$ cat config.mk
export PLATFORM = sky130hd
export DESIGN_NAME = btls_reltest
export DESIGN_NICKNAME = d
export VERILOG_FILES = /design/src/rtl/btls_pkg.sv /design/src/rtl/btls_reltest.sv
export SDC_FILE = /design/constraint.sdc
export NUM_CORES = 2
export LEC_CHECK = 0
export BUFFER_PORTS_ARGS = -buffer_cell sky130_fd_sc_hd__buf_2
export CORE_MARGIN = 3
export CORE_UTILIZATION = 57
export DETAILED_ROUTE_END_ITERATION = 8
export GPL_ROUTABILITY_DRIVEN = 0
export HOLD_SLACK_MARGIN = 0.05
export PLACE_DENSITY = 0.79
export SLEW_MARGIN = 20
export SYNTH_ARGS = -nofsm -noshare
export SYNTH_HDL_FRONTEND = slang
export SYNTH_SLANG_ARGS = --single-unit
export TNS_END_PERCENT = 1
$ cat constraint.sdc
create_clock -name clk -period 8.3 [get_ports clk]
set_input_delay 0.83 -clock clk [delete_from_list [all_inputs] [get_ports clk]]
set_output_delay 0.83 -clock clk [all_outputs]
set_load 0.02 [all_outputs]
$ cat src/rtl/btls_pkg.sv
// Shared constants, types and functions of the best tracker core.
`timescale 1ns / 1ps

package btls_pkg;

    localparam int VAL_W      = 32;
    localparam int CNT_W      = 32;
    localparam int LAG_W      = 10;
    localparam int RATIO_W    = 16;
    localparam int HIST_DEPTH = 1024;
    localparam int HIST_AW    = $clog2(HIST_DEPTH);
    localparam int CFG_IDX_W  = 2;
    localparam int CFG_DATA_W = 32;
    localparam int SUB_W      = VAL_W + 2;
    localparam int DIFF_W     = VAL_W + 1;
    localparam int REL_SHIFT  = RATIO_W + 1;
    localparam int RHS_W      = DIFF_W + RATIO_W;
    localparam int LHS_W      = DIFF_W + REL_SHIFT;

    localparam logic [CNT_W-1:0]   MAX_ITER_RST = CNT_W'(20);
    localparam logic [LAG_W-1:0]   LAG_RST      = LAG_W'(999);
    localparam logic [RATIO_W-1:0] RATIO_RST    = '0;

    localparam logic signed [VAL_W-1:0] VAL_MAX = {1'b0, {(VAL_W-1){1'b1}}};
    localparam logic signed [VAL_W-1:0] VAL_MIN = {1'b1, {(VAL_W-1){1'b0}}};

    typedef enum logic [CFG_IDX_W-1:0] {
        REG_MINIMIZING = 2'd0,
        REG_MAX_ITER   = 2'd1,
        REG_LAG        = 2'd2,
        REG_RATIO      = 2'd3
    } cfg_reg_t;

    // Item after the input register.
    typedef struct packed {
        logic signed [VAL_W-1:0] value;
        logic [CNT_W-1:0]        idx;
        logic [CNT_W-1:0]        seen;
        logic                    lag_ok;
        logic                    lag0;
        logic                    limit;
        logic                    use_rel;
    } item_t;

    // Item after the best update.
    typedef struct packed {
        logic                    nb;
        logic signed [VAL_W-1:0] best;
        logic signed [VAL_W-1:0] lagged;
        logic [CNT_W-1:0]        pos;
        logic [CNT_W-1:0]        seen;
        logic                    limit;
        logic                    use_rel;
    } track_t;

    // Item after the magnitude stage.
    typedef struct packed {
        logic                    nb;
        logic signed [VAL_W-1:0] best;
        logic [CNT_W-1:0]        pos;
        logic [CNT_W-1:0]        seen;
        logic                    limit;
        logic                    use_rel;
        logic [DIFF_W-1:0]       diff;
        logic [DIFF_W-1:0]       sum;
    } meas_t;

    typedef struct packed {
        logic                    improved;
        logic signed [VAL_W-1:0] best_value;
        logic [CNT_W-1:0]        best_index;
        logic [CNT_W-1:0]        item_count;
        logic                    keep_going;
    } res_t;

    function automatic logic signed [VAL_W-1:0] extreme(input logic minimizing);
        return minimizing ? VAL_MAX : VAL_MIN;
    endfunction

    function automatic logic better(input logic minimizing,
                                    input logic signed [VAL_W-1:0] a,
                                    input logic signed [VAL_W-1:0] b);
        return minimizing ? (a < b) : (a > b);
    endfunction

endpackage

$ cat src/rtl/btls_reltest.sv
// Relative closeness test: magnitudes, then product and compare.
`timescale 1ns / 1ps

module btls_reltest
    import btls_pkg::*;
(
    input  logic               clk,
    input  logic               load_meas,
    input  logic               load_res,
    input  logic [RATIO_W-1:0] ratio,
    input  track_t             trk,
    output res_t               res
);

    logic signed [SUB_W-1:0]  b_ext;
    logic signed [SUB_W-1:0]  l_ext;
    logic signed [SUB_W-1:0]  d;
    logic signed [SUB_W-1:0]  d_abs;
    logic signed [SUB_W-1:0]  b_abs;
    logic signed [SUB_W-1:0]  l_abs;
    logic [SUB_W-1:0]         mag_sum;
    meas_t                    meas_reg;
    meas_t                    meas_next;
    logic [RHS_W-1:0]         rhs;
    logic [LHS_W-1:0]         lhs;
    logic                     close;
    res_t                     res_reg;
    res_t                     res_next;

    always_comb
    begin
        b_ext   = SUB_W'(trk.best);
        l_ext   = SUB_W'(trk.lagged);
        d       = b_ext - l_ext;
        d_abs   = d[SUB_W-1] ? -d : d;
        b_abs   = b_ext[SUB_W-1] ? -b_ext : b_ext;
        l_abs   = l_ext[SUB_W-1] ? -l_ext : l_ext;
        mag_sum = SUB_W'(b_abs) + SUB_W'(l_abs);

        meas_next.nb      = trk.nb;
        meas_next.best    = trk.best;
        meas_next.pos     = trk.pos;
        meas_next.seen    = trk.seen;
        meas_next.limit   = trk.limit;
        meas_next.use_rel = trk.use_rel;
        meas_next.diff    = d_abs[DIFF_W-1:0];
        meas_next.sum     = mag_sum[DIFF_W-1:0];
    end

    always_comb
    begin
        // 2^17*|b-l| < ratio*(|b|+|l|), exact
        rhs   = RHS_W'(meas_reg.sum) * RHS_W'(ratio);
        lhs   = {meas_reg.diff, {REL_SHIFT{1'b0}}};
        close = lhs < LHS_W'(rhs);

        res_next.improved   = meas_reg.nb;
        res_next.best_value = meas_reg.best;
        res_next.best_index = meas_reg.pos;
        res_next.item_count = meas_reg.seen;
        res_next.keep_going = !meas_reg.limit && !(meas_reg.use_rel && close);
    end

    always_ff @(posedge clk)
    begin
        if (load_meas)
        begin
            meas_reg <= meas_next;
        end
        if (load_res)
        begin
            res_reg <= res_next;
        end
    end

    assign res = res_reg;

endmodule

==> results.cfg <==
[route]
vias = 23140
wl_per_cell_um = 17.93
ant_nets = 0
detail_route.vias_per_cell = 5.571
wl_um = 74480
drt_iter0_drc = 1624
drc = 0
first_pass_iters = 6

[worst_setup_path]
cp_top_family = adder cells
critPathSlowestCell = edfxtp_1
max_stage_delay_ns = 0.55
worstPathMaxFanout = 5
reg2reg_depth = 31
crit_required_ns = 8.59
path_depth = 31
critPathCaptureType = flip-flop
crit_arrival_ns = 8.38
cp_num_buf_inv = 6
startpoint_type = flip-flop
crit_top_cell = a21o_1
worstSetupPathType = reg2reg

[sta]
setup-violations-final = 0
maxSlewViolCount = 0
rsz0062_at_grt = true
finalSetupTns_ns = 0
fin_crit_ns = 8.093
fin_hold_ws_ns = 0.4095
slew_headroom = 0.3630
post-route-period-util = 0.9750
max_freq_ghz = 0.1236
worst_pin_slew_ns = 0.9555
hold_violations = 0
worst_clock_skew_ns = 0.01241

[die]
die_area_um2 = 56700
rows = 84
coreArea_um2 = 52970
pin_count = 248
die_h_um = 238.1
die_w_um = 238.1
initial_utilization = 0.5798

[yosys]
synth_seq_cells = 262
synth_fa_ha_area_frac = 0.3725
seq_area_frac_synth = 0.2562
synth_top_family_by_area = adder cells
synth_xor_area_frac = 0.04934
synth.area.mux_share = 0.0009778
yosys_warnings = 0
syn_area_per_cell_um2 = 9.926
synth_compound_area_frac = 0.09810
syn_nets = 3898
yosys.area_share.simple = 0.1422
async_flop_share = 0
syn_inst = 3094
synth.distinct_cells = 82
synthesis.area_um2 = 30710
synth-edff-count = 262
synth_ff_type = edfxtp_1

[outcome]
status = finished, final reports clean

[clock_tree]
cts_buffers = 22
clock_sinks = 262
htreeDepth = 1
root_buffer = clkbuf_16
clkLatencyLatePin_ns = 0.53
cts_tree = built
clockBufferDepth = 3
path_clk_slew_ns = 0.07

[grt]
globalRouteTotalUtil = 0.2660
grt_overflow = 0
antenna_found_initial = 6
grt_pass1_wl_um = 121600
grt_max_degree = 88
grt_pass1_vias = 23800

[final_layout]
utilization = 0.6621
largest_reg_flops = 132
nFillCells = 4121
multi_input_area_um2 = 20730
drive_above_1_share = 0.1678
regArea_um2 = 7868
mostFrequentLayoutCells = 534 x inv_1, 421 x nand2_1, 418 x fa_1
final_common_cell = inv_1
stdcell_area_um2 = 35070
area_growth_pct = 14.19
nets = 4256

[run]
max_cap_viol_count = 0

[place]
io_buffers = 247
dp_hpwl_um = 61140
placed_area_um2 = 33670

[min_path]
worstHoldPathType = reg2reg
hold_depth = 0
## layout make-up
cell class                 instances  area share
tap                              688     0.02455
antenna                            3   0.0002141
sequential                       262      0.2243
clock inverter                    11    0.002854
timing repair buffer             444     0.08241
inverter                         549     0.05876
multi-input combinational       2173      0.5910
clock buffer                      24     0.01591
## timing repair
action,CTS,global route
pin swaps,0,96
gates cloned,0,1
hold buffers,0,0
resized for setup,2,111
endpoints found under the setup margin,1,1
setup buffers,4,34
## per-layer routing
layer	track usage	wire length (um)	vias to the layer above
li1	-	-	10750
met5	0	46	-
met2	0.4349	35240	911
met4	0.07990	2186	6
met1	0.3632	30410	11340
met3	0.05398	6603	137
## path summary, 6_finish.rpt
check	slack (ns)	endpoint	startpoint
min reg2reg	0.41	res[14]	meas_reg[81]
max	0.21	res[0]	meas_reg[12]
min	0.41	res[14]	meas_reg[81]
max reg2reg	0.21	res[0]	meas_reg[12]
## synthesized netlist by cell type, types with 7 or more instances
library cell | instances | share of area
nor2b_1 | 15 | 0.0031
a21oi_1 | 112 | 0.018
ha_1 | 220 | 0.090
nand2_1 | 424 | 0.052
o41ai_1 | 10 | 0.0029
a21o_1 | 72 | 0.018
o21a_1 | 15 | 0.0037
edfxtp_1 | 262 | 0.26
nand2b_1 | 19 | 0.0039
nor2_1 | 80 | 0.0098
clkbuf_1 | 103 | 0.013
o21ai_0 | 80 | 0.013
nor4_1 | 15 | 0.0031
and3_1 | 12 | 0.0024
and2_1 | 199 | 0.041
xor2_1 | 43 | 0.012
or3_1 | 18 | 0.0037
inv_1 | 549 | 0.067
o211ai_1 | 10 | 0.0024
a31oi_1 | 23 | 0.0047
nor3_1 | 25 | 0.0041
o21bai_1 | 25 | 0.0061
o31ai_1 | 18 | 0.0044
fa_1 | 434 | 0.28
nand4_1 | 21 | 0.0043
a211oi_1 | 12 | 0.0029
xnor2_1 | 130 | 0.037
a41oi_1 | 7 | 0.0020
nand3_1 | 28 | 0.0046
## kinds of logic after synthesis
kind of cell               Yosys count
AOI/OAI and AO/OA                  450
xor gates and xnor gates           173
adders and majority gates          654
buffers and inverters              659
DFF                                262
muxes                                3
and+or+nand+nor                    893
## metrics by stage
stage          setup WS [ns]  cells
3_3_place_gp         -0.3593   4078
3_5_place_dp         -0.5037   4078
2_1_floorplan       0.009123   3094
6_report              0.2075   4154
4_1_cts              0.01511   4117
5_1_grt              -0.1459   4154
Power is not shown: default switching activity piles up to over one toggle a cycle in this logic, so the estimate is an artifact.
