--- src/rtl/btls_pkg.sv ---
// Shared constants, types and functions of the best tracker core.
`timescale 1ns / 1ps

package btls_pkg;

    localparam int VAL_W      = 32;
    localparam int CNT_W      = 32;
    localparam int LAG_W      = 10;
    localparam int RATIO_W    = 16;
    localparam int HIST_DEPTH = 1024;
    localparam int HIST_AW    = $clog2(HIST_DEPTH);
    localparam int CFG_IDX_W  = 2;
    localparam int CFG_DATA_W = 32;
    localparam int SUB_W      = VAL_W + 2;
    localparam int DIFF_W     = VAL_W + 1;
    localparam int REL_SHIFT  = RATIO_W + 1;
    localparam int RHS_W      = DIFF_W + RATIO_W;
    localparam int LHS_W      = DIFF_W + REL_SHIFT;

    localparam logic [CNT_W-1:0]   MAX_ITER_RST = CNT_W'(20);
    localparam logic [LAG_W-1:0]   LAG_RST      = LAG_W'(999);
    localparam logic [RATIO_W-1:0] RATIO_RST    = '0;

    localparam logic signed [VAL_W-1:0] VAL_MAX = {1'b0, {(VAL_W-1){1'b1}}};
    localparam logic signed [VAL_W-1:0] VAL_MIN = {1'b1, {(VAL_W-1){1'b0}}};

    typedef enum logic [CFG_IDX_W-1:0] {
        REG_MINIMIZING = 2'd0,
        REG_MAX_ITER   = 2'd1,
        REG_LAG        = 2'd2,
        REG_RATIO      = 2'd3
    } cfg_reg_t;

    // Item after the input register.
    typedef struct packed {
        logic signed [VAL_W-1:0] value;
        logic [CNT_W-1:0]        idx;
        logic [CNT_W-1:0]        seen;
        logic                    lag_ok;
        logic                    lag0;
        logic                    limit;
        logic                    use_rel;
    } item_t;

    // Item after the best update.
    typedef struct packed {
        logic                    nb;
        logic signed [VAL_W-1:0] best;
        logic signed [VAL_W-1:0] lagged;
        logic [CNT_W-1:0]        pos;
        logic [CNT_W-1:0]        seen;
        logic                    limit;
        logic                    use_rel;
    } track_t;

    // Item after the magnitude stage.
    typedef struct packed {
        logic                    nb;
        logic signed [VAL_W-1:0] best;
        logic [CNT_W-1:0]        pos;
        logic [CNT_W-1:0]        seen;
        logic                    limit;
        logic                    use_rel;
        logic [DIFF_W-1:0]       diff;
        logic [DIFF_W-1:0]       sum;
    } meas_t;

    typedef struct packed {
        logic                    improved;
        logic signed [VAL_W-1:0] best_value;
        logic [CNT_W-1:0]        best_index;
        logic [CNT_W-1:0]        item_count;
        logic                    keep_going;
    } res_t;

    function automatic logic signed [VAL_W-1:0] extreme(input logic minimizing);
        return minimizing ? VAL_MAX : VAL_MIN;
    endfunction

    function automatic logic better(input logic minimizing,
                                    input logic signed [VAL_W-1:0] a,
                                    input logic signed [VAL_W-1:0] b);
        return minimizing ? (a < b) : (a > b);
    endfunction

endpackage

--- src/rtl/btls_update.sv ---
// Best and lagged-best state with their per-item update.
`timescale 1ns / 1ps

module btls_update
    import btls_pkg::*;
(
    input  logic                    clk,
    input  logic                    rst_n,
    input  logic                    load,
    input  item_t                   item,
    input  logic signed [VAL_W-1:0] rd_data,
    input  logic                    minimizing,
    input  logic                    reinit,
    input  logic                    reinit_mode,
    output track_t                  trk
);

    logic signed [VAL_W-1:0] best_reg;
    logic signed [VAL_W-1:0] best_next;
    logic signed [VAL_W-1:0] lagged_reg;
    logic signed [VAL_W-1:0] lagged_next;
    logic [CNT_W-1:0]        pos_reg;
    logic [CNT_W-1:0]        pos_next;
    logic signed [VAL_W-1:0] old_v;
    logic                    nb;
    logic                    lag_upd;
    track_t                  trk_reg;
    track_t                  trk_next;

    always_comb
    begin
        // lag of zero reads the item itself
        old_v       = item.lag0 ? item.value : rd_data;
        nb          = better(minimizing, item.value, best_reg);
        best_next   = nb ? item.value : best_reg;
        pos_next    = nb ? item.idx : pos_reg;
        lag_upd     = item.lag_ok && better(minimizing, old_v, lagged_reg);
        lagged_next = lag_upd ? old_v : lagged_reg;

        trk_next.nb      = nb;
        trk_next.best    = best_next;
        trk_next.lagged  = lagged_next;
        trk_next.pos     = pos_next;
        trk_next.seen    = item.seen;
        trk_next.limit   = item.limit;
        trk_next.use_rel = item.use_rel;
    end

    always_ff @(posedge clk or negedge rst_n)
    begin
        if (!rst_n)
        begin
            best_reg   <= VAL_MAX;
            lagged_reg <= VAL_MAX;
            pos_reg    <= '0;
        end
        else if (reinit)
        begin
            best_reg   <= extreme(reinit_mode);
            lagged_reg <= extreme(reinit_mode);
        end
        else if (load)
        begin
            best_reg   <= best_next;
            lagged_reg <= lagged_next;
            pos_reg    <= pos_next;
        end
    end

    always_ff @(posedge clk)
    begin
        if (load)
        begin
            trk_reg <= trk_next;
        end
    end

    assign trk = trk_reg;

endmodule

--- config.mk ---
export PLATFORM = sky130hd
export DESIGN_NAME = btls_update
export DESIGN_NICKNAME = d
export VERILOG_FILES = /design/src/rtl/btls_pkg.sv /design/src/rtl/btls_update.sv
export SDC_FILE = /design/constraint.sdc
export NUM_CORES = 1
export LEC_CHECK = 0
export BUFFER_PORTS_ARGS = -buffer_cell sky130_fd_sc_hd__buf_4
export CORE_ASPECT_RATIO = 1.25
export CORE_MARGIN = 5
export CORE_UTILIZATION = 35
export CTS_CLUSTER_DIAMETER = 150
export DETAILED_ROUTE_END_ITERATION = 7
export PLACE_DENSITY_LB_ADDON = 0.05
export SYNTH_ARGS = -nofsm -noshare
export SYNTH_HDL_FRONTEND = slang
export SYNTH_SLANG_ARGS = --single-unit
--- constraint.sdc ---
create_clock -name clk -period 3.8 [get_ports clk]
set_input_delay 0.76 -clock clk [delete_from_list [all_inputs] [get_ports clk]]
set_output_delay 0.76 -clock clk [all_outputs]
set_load 0.05 [all_outputs]
==> flow_summary.toml <==
[power]
p_leak_nw = 7.13
power_density_mw_per_mm2 = 551
ir_drop_v = 0.000331

[final_layout]
final_core_util_pct = 46.8
area_growth_pct = 31.4
layout.cells.non_filler = 2065
nets = 1761
diodes = 0
largest_reg_flops = 131
layout-drive-gt1-share_pct = 39.1
n_fill_cell = 3530

[worst_setup_path]
reg2reg_slack_ns = 0.30
end_kind = "register"
worstPathArrival_ns = 3.88
slowest_stage = "nor4bb_4"
worstSetupPathType = "input pin to register"
critPathBufInv = 2
path_cells = "buf_6, mux2_2, ha_1, nand4_1, nor4bb_4, o41ai_2, a41o_1, a21oi_2, o2111ai_1, o31ai_4, buf_12, mux2_2"
slowest_delay_ns = 0.48
critPathMaxFanout = 19
crit_family = "compound AO/OA/AOI/OAI gates"
path_common_cell = "mux2_2"
required_ns = 4.09
start_kind = "input pin"

[synth]
synth_ff_type = "edfxtp_1"
synth_largest_area_cell = "edfxtp_1"
synth_area_leaders = "edfxtp_1, dfstp_2, mux2_2"
ys_seq_elements = 227
synth_top_area_share_pct = 29.6
async_reset_ff_share_pct = 42.3
syn_nets = 1460
avgSynthCellArea_um2 = 10.6
synth_cell_types = 51
syn-cell-area_mm2 = 0.0133
synth_cells = 1258
synth_edf_count = 131
yosys_warnings = 0
seq_area_frac_synth_pct = 48.2

[die]
num_rows = 79
coreArea_mm2 = 0.0374
ios = 269
die_h_um = 228
dieArea_mm2 = 0.0420
fp.dieW_um = 184
initial_core_util_pct = 35.6

[cts]
tritoncts = "yes"
root_buffer = "clkbuf_16"
clkSlewWorstSetupHoldPaths_ns = 0.06
cts_sinks = 227
cts_buffers = 27
clk_latency_ns = 0.55
htreeDepth = 1
cts_hold_buf = 0
clk_path_buf_depth = 3

[global_routing]
grt_overflow = 0
grt_max_degree = 104
grt_usage_pct = 19.2
grt_pass1_wl_um = 65100
grtUsageMet3_pct = 3.39
grt_pass1_vias = 11400
antenna_found_initial = 1
grtUsageMet1_pct = 24.9
use_met2_pct = 32.2
globalRoute.busiestLayer = "met2"

[job]
cap_violations = 0

[timing]
worst_slack_ns = 0.214
finClkSkew_ns = 0.0143
setup_violations = 0
grt_setup_unrepaired = "false"
slew_headroom_pct = 33.5
tightest_slew_ns = 0.998
slew_viol_final = 0
timing.hold.ws_ns = 0.353
fin_crit_sh_pct = 94.4
hold_viol = 0
max_freq_ghz = 0.279
min_period_ns = 3.59

[drt]
ant_nets = 0
dr.pass1.iters = 5
drtIter0Drc = 523
drc = 0
vias_per_cell = 5.43
wl_per_cell_um = 20.2
wirelength_um = 41600
num_vias = 11200

[run_status]
status = "finished, final reports clean"

[place]
hpwl_um = 28200
gp_congestion = 0.803
dp_slack_ns = -0.519
io_buffers = 268
placed_cells = 2015

[worst_hold_path]
min_path_type = "input pin to asynchronous set/reset pin"
==> routing by layer <==
metal	vias to the layer above	wire, um
li1	5322	-
met5	-	0
met2	393	20100
met1	5415	17400
met3	90	2880
met4	0	1310
==> path summary, 6_finish.rpt <==
path | from | end | cells after the start
min in group clk | item[17] | trk[15]$_DFFE_PP_ | 1
worst max-delay path | item[2] | trk[84]$_DFFE_PP_ | 12
worst min register to register | pos_reg[30]$_DFFE_PN0P_ | pos_reg[30]$_DFFE_PN0P_ | 1
worst min-delay path | rst_n | best_reg[31]$_DFFE_PN0P_ | 1
worst max register to register | best_reg[14]$_DFFE_PN1P_ | trk[65]$_DFFE_PP_ | 12
max in group asynchronous | rst_n | best_reg[0]$_DFFE_PN1P_ | 2
==> where the power goes <==
group          internal (mW)  total [mW]  switching [mW]
registers               3.29        3.51           0.220
logic                   1.33        3.36            2.02
clock network           1.68        2.76            1.07
==> cells in the mapped netlist, types with 7 or more instances <==
cell,count
clkbuf_1,84
mux2_2,89
buf_1,7
nor3_1,34
a21oi_1,21
o21ai_0,9
or4_1,32
dfstp_2,62
a41oi_1,65
o211ai_1,32
edfxtp_1,131
nor2_1,45
nand3_1,98
or3_1,58
buf_2,10
inv_1,70
nand3b_1,32
mux2_1,37
nand4_1,10
dfrtp_1,34
ha_1,64
nand2_1,121
o31ai_1,33
or2_2,33
==> logic make-up (layout without fill, tap and decap cells) <==
family	Yosys count	count (layout)	synth area share, %
fa+ha+maj	64	64	6.02
simple gates	478	478	19.0
mux	131	131	11.1
compound gates	185	185	10.6
buf+inv	172	493	4.95
flops	227	227	48.2
xor+xnor	1	1	0.122
==> metrics by stage <==
step	power, mW	area, um^2	setup TNS (ns)
2_1_floorplan	5.79	13400	0
3_3_place_gp	6.89	16500	-31.15
3_5_place_dp	6.93	16500	-34.48
4_1_cts	9.76	17400	0
5_1_grt	10.2	17500	0
6_report	9.62	17500	0
==> cell type report <==
class / count / area (um^2) / area share (%)
flip-flops and latches: 227 / 6410 / 36.7
multi-input cells: 859 / 6380 / 36.5
repair buffers: 373 / 2880 / 16.5
clock inverters: 14 / 201 / 1.15
well taps: 486 / 608 / 3.48
clock buffers: 35 / 726 / 4.15
inverters: 71 / 267 / 1.52
==> repair_timing <==
item | CTS | global route
resized for setup | 0 | 5
buffers inserted | 0 | 1
endpoints found under the setup margin | 0 | 72
==> placed cells by master, fill, tap and decap left out, types with 3 or more instances in the layout <==
cell type,count
inv_1,70
a21oi_1,20
o211ai_1,32
and4_1,6
mux2_2,88
nand3_1,98
buf_12,6
dfrtp_1,34
mux2i_1,3
edfxtp_1,131
dfstp_2,62
nand4_1,10
o31ai_1,32
or2_2,33
o21ai_0,9
clkinv_2,3
or4_1,32
or3_1,58
clkbuf_16,27
nand3b_1,32
ha_1,62
a41oi_1,64
nor3_1,33
nor2_1,43
a21o_1,6
mux2_1,37
clkbuf_1,6
clkinv_1,4
bufinv_16,5
buf_4,365
nand2_1,120
(Power assumes the default switching activity.)
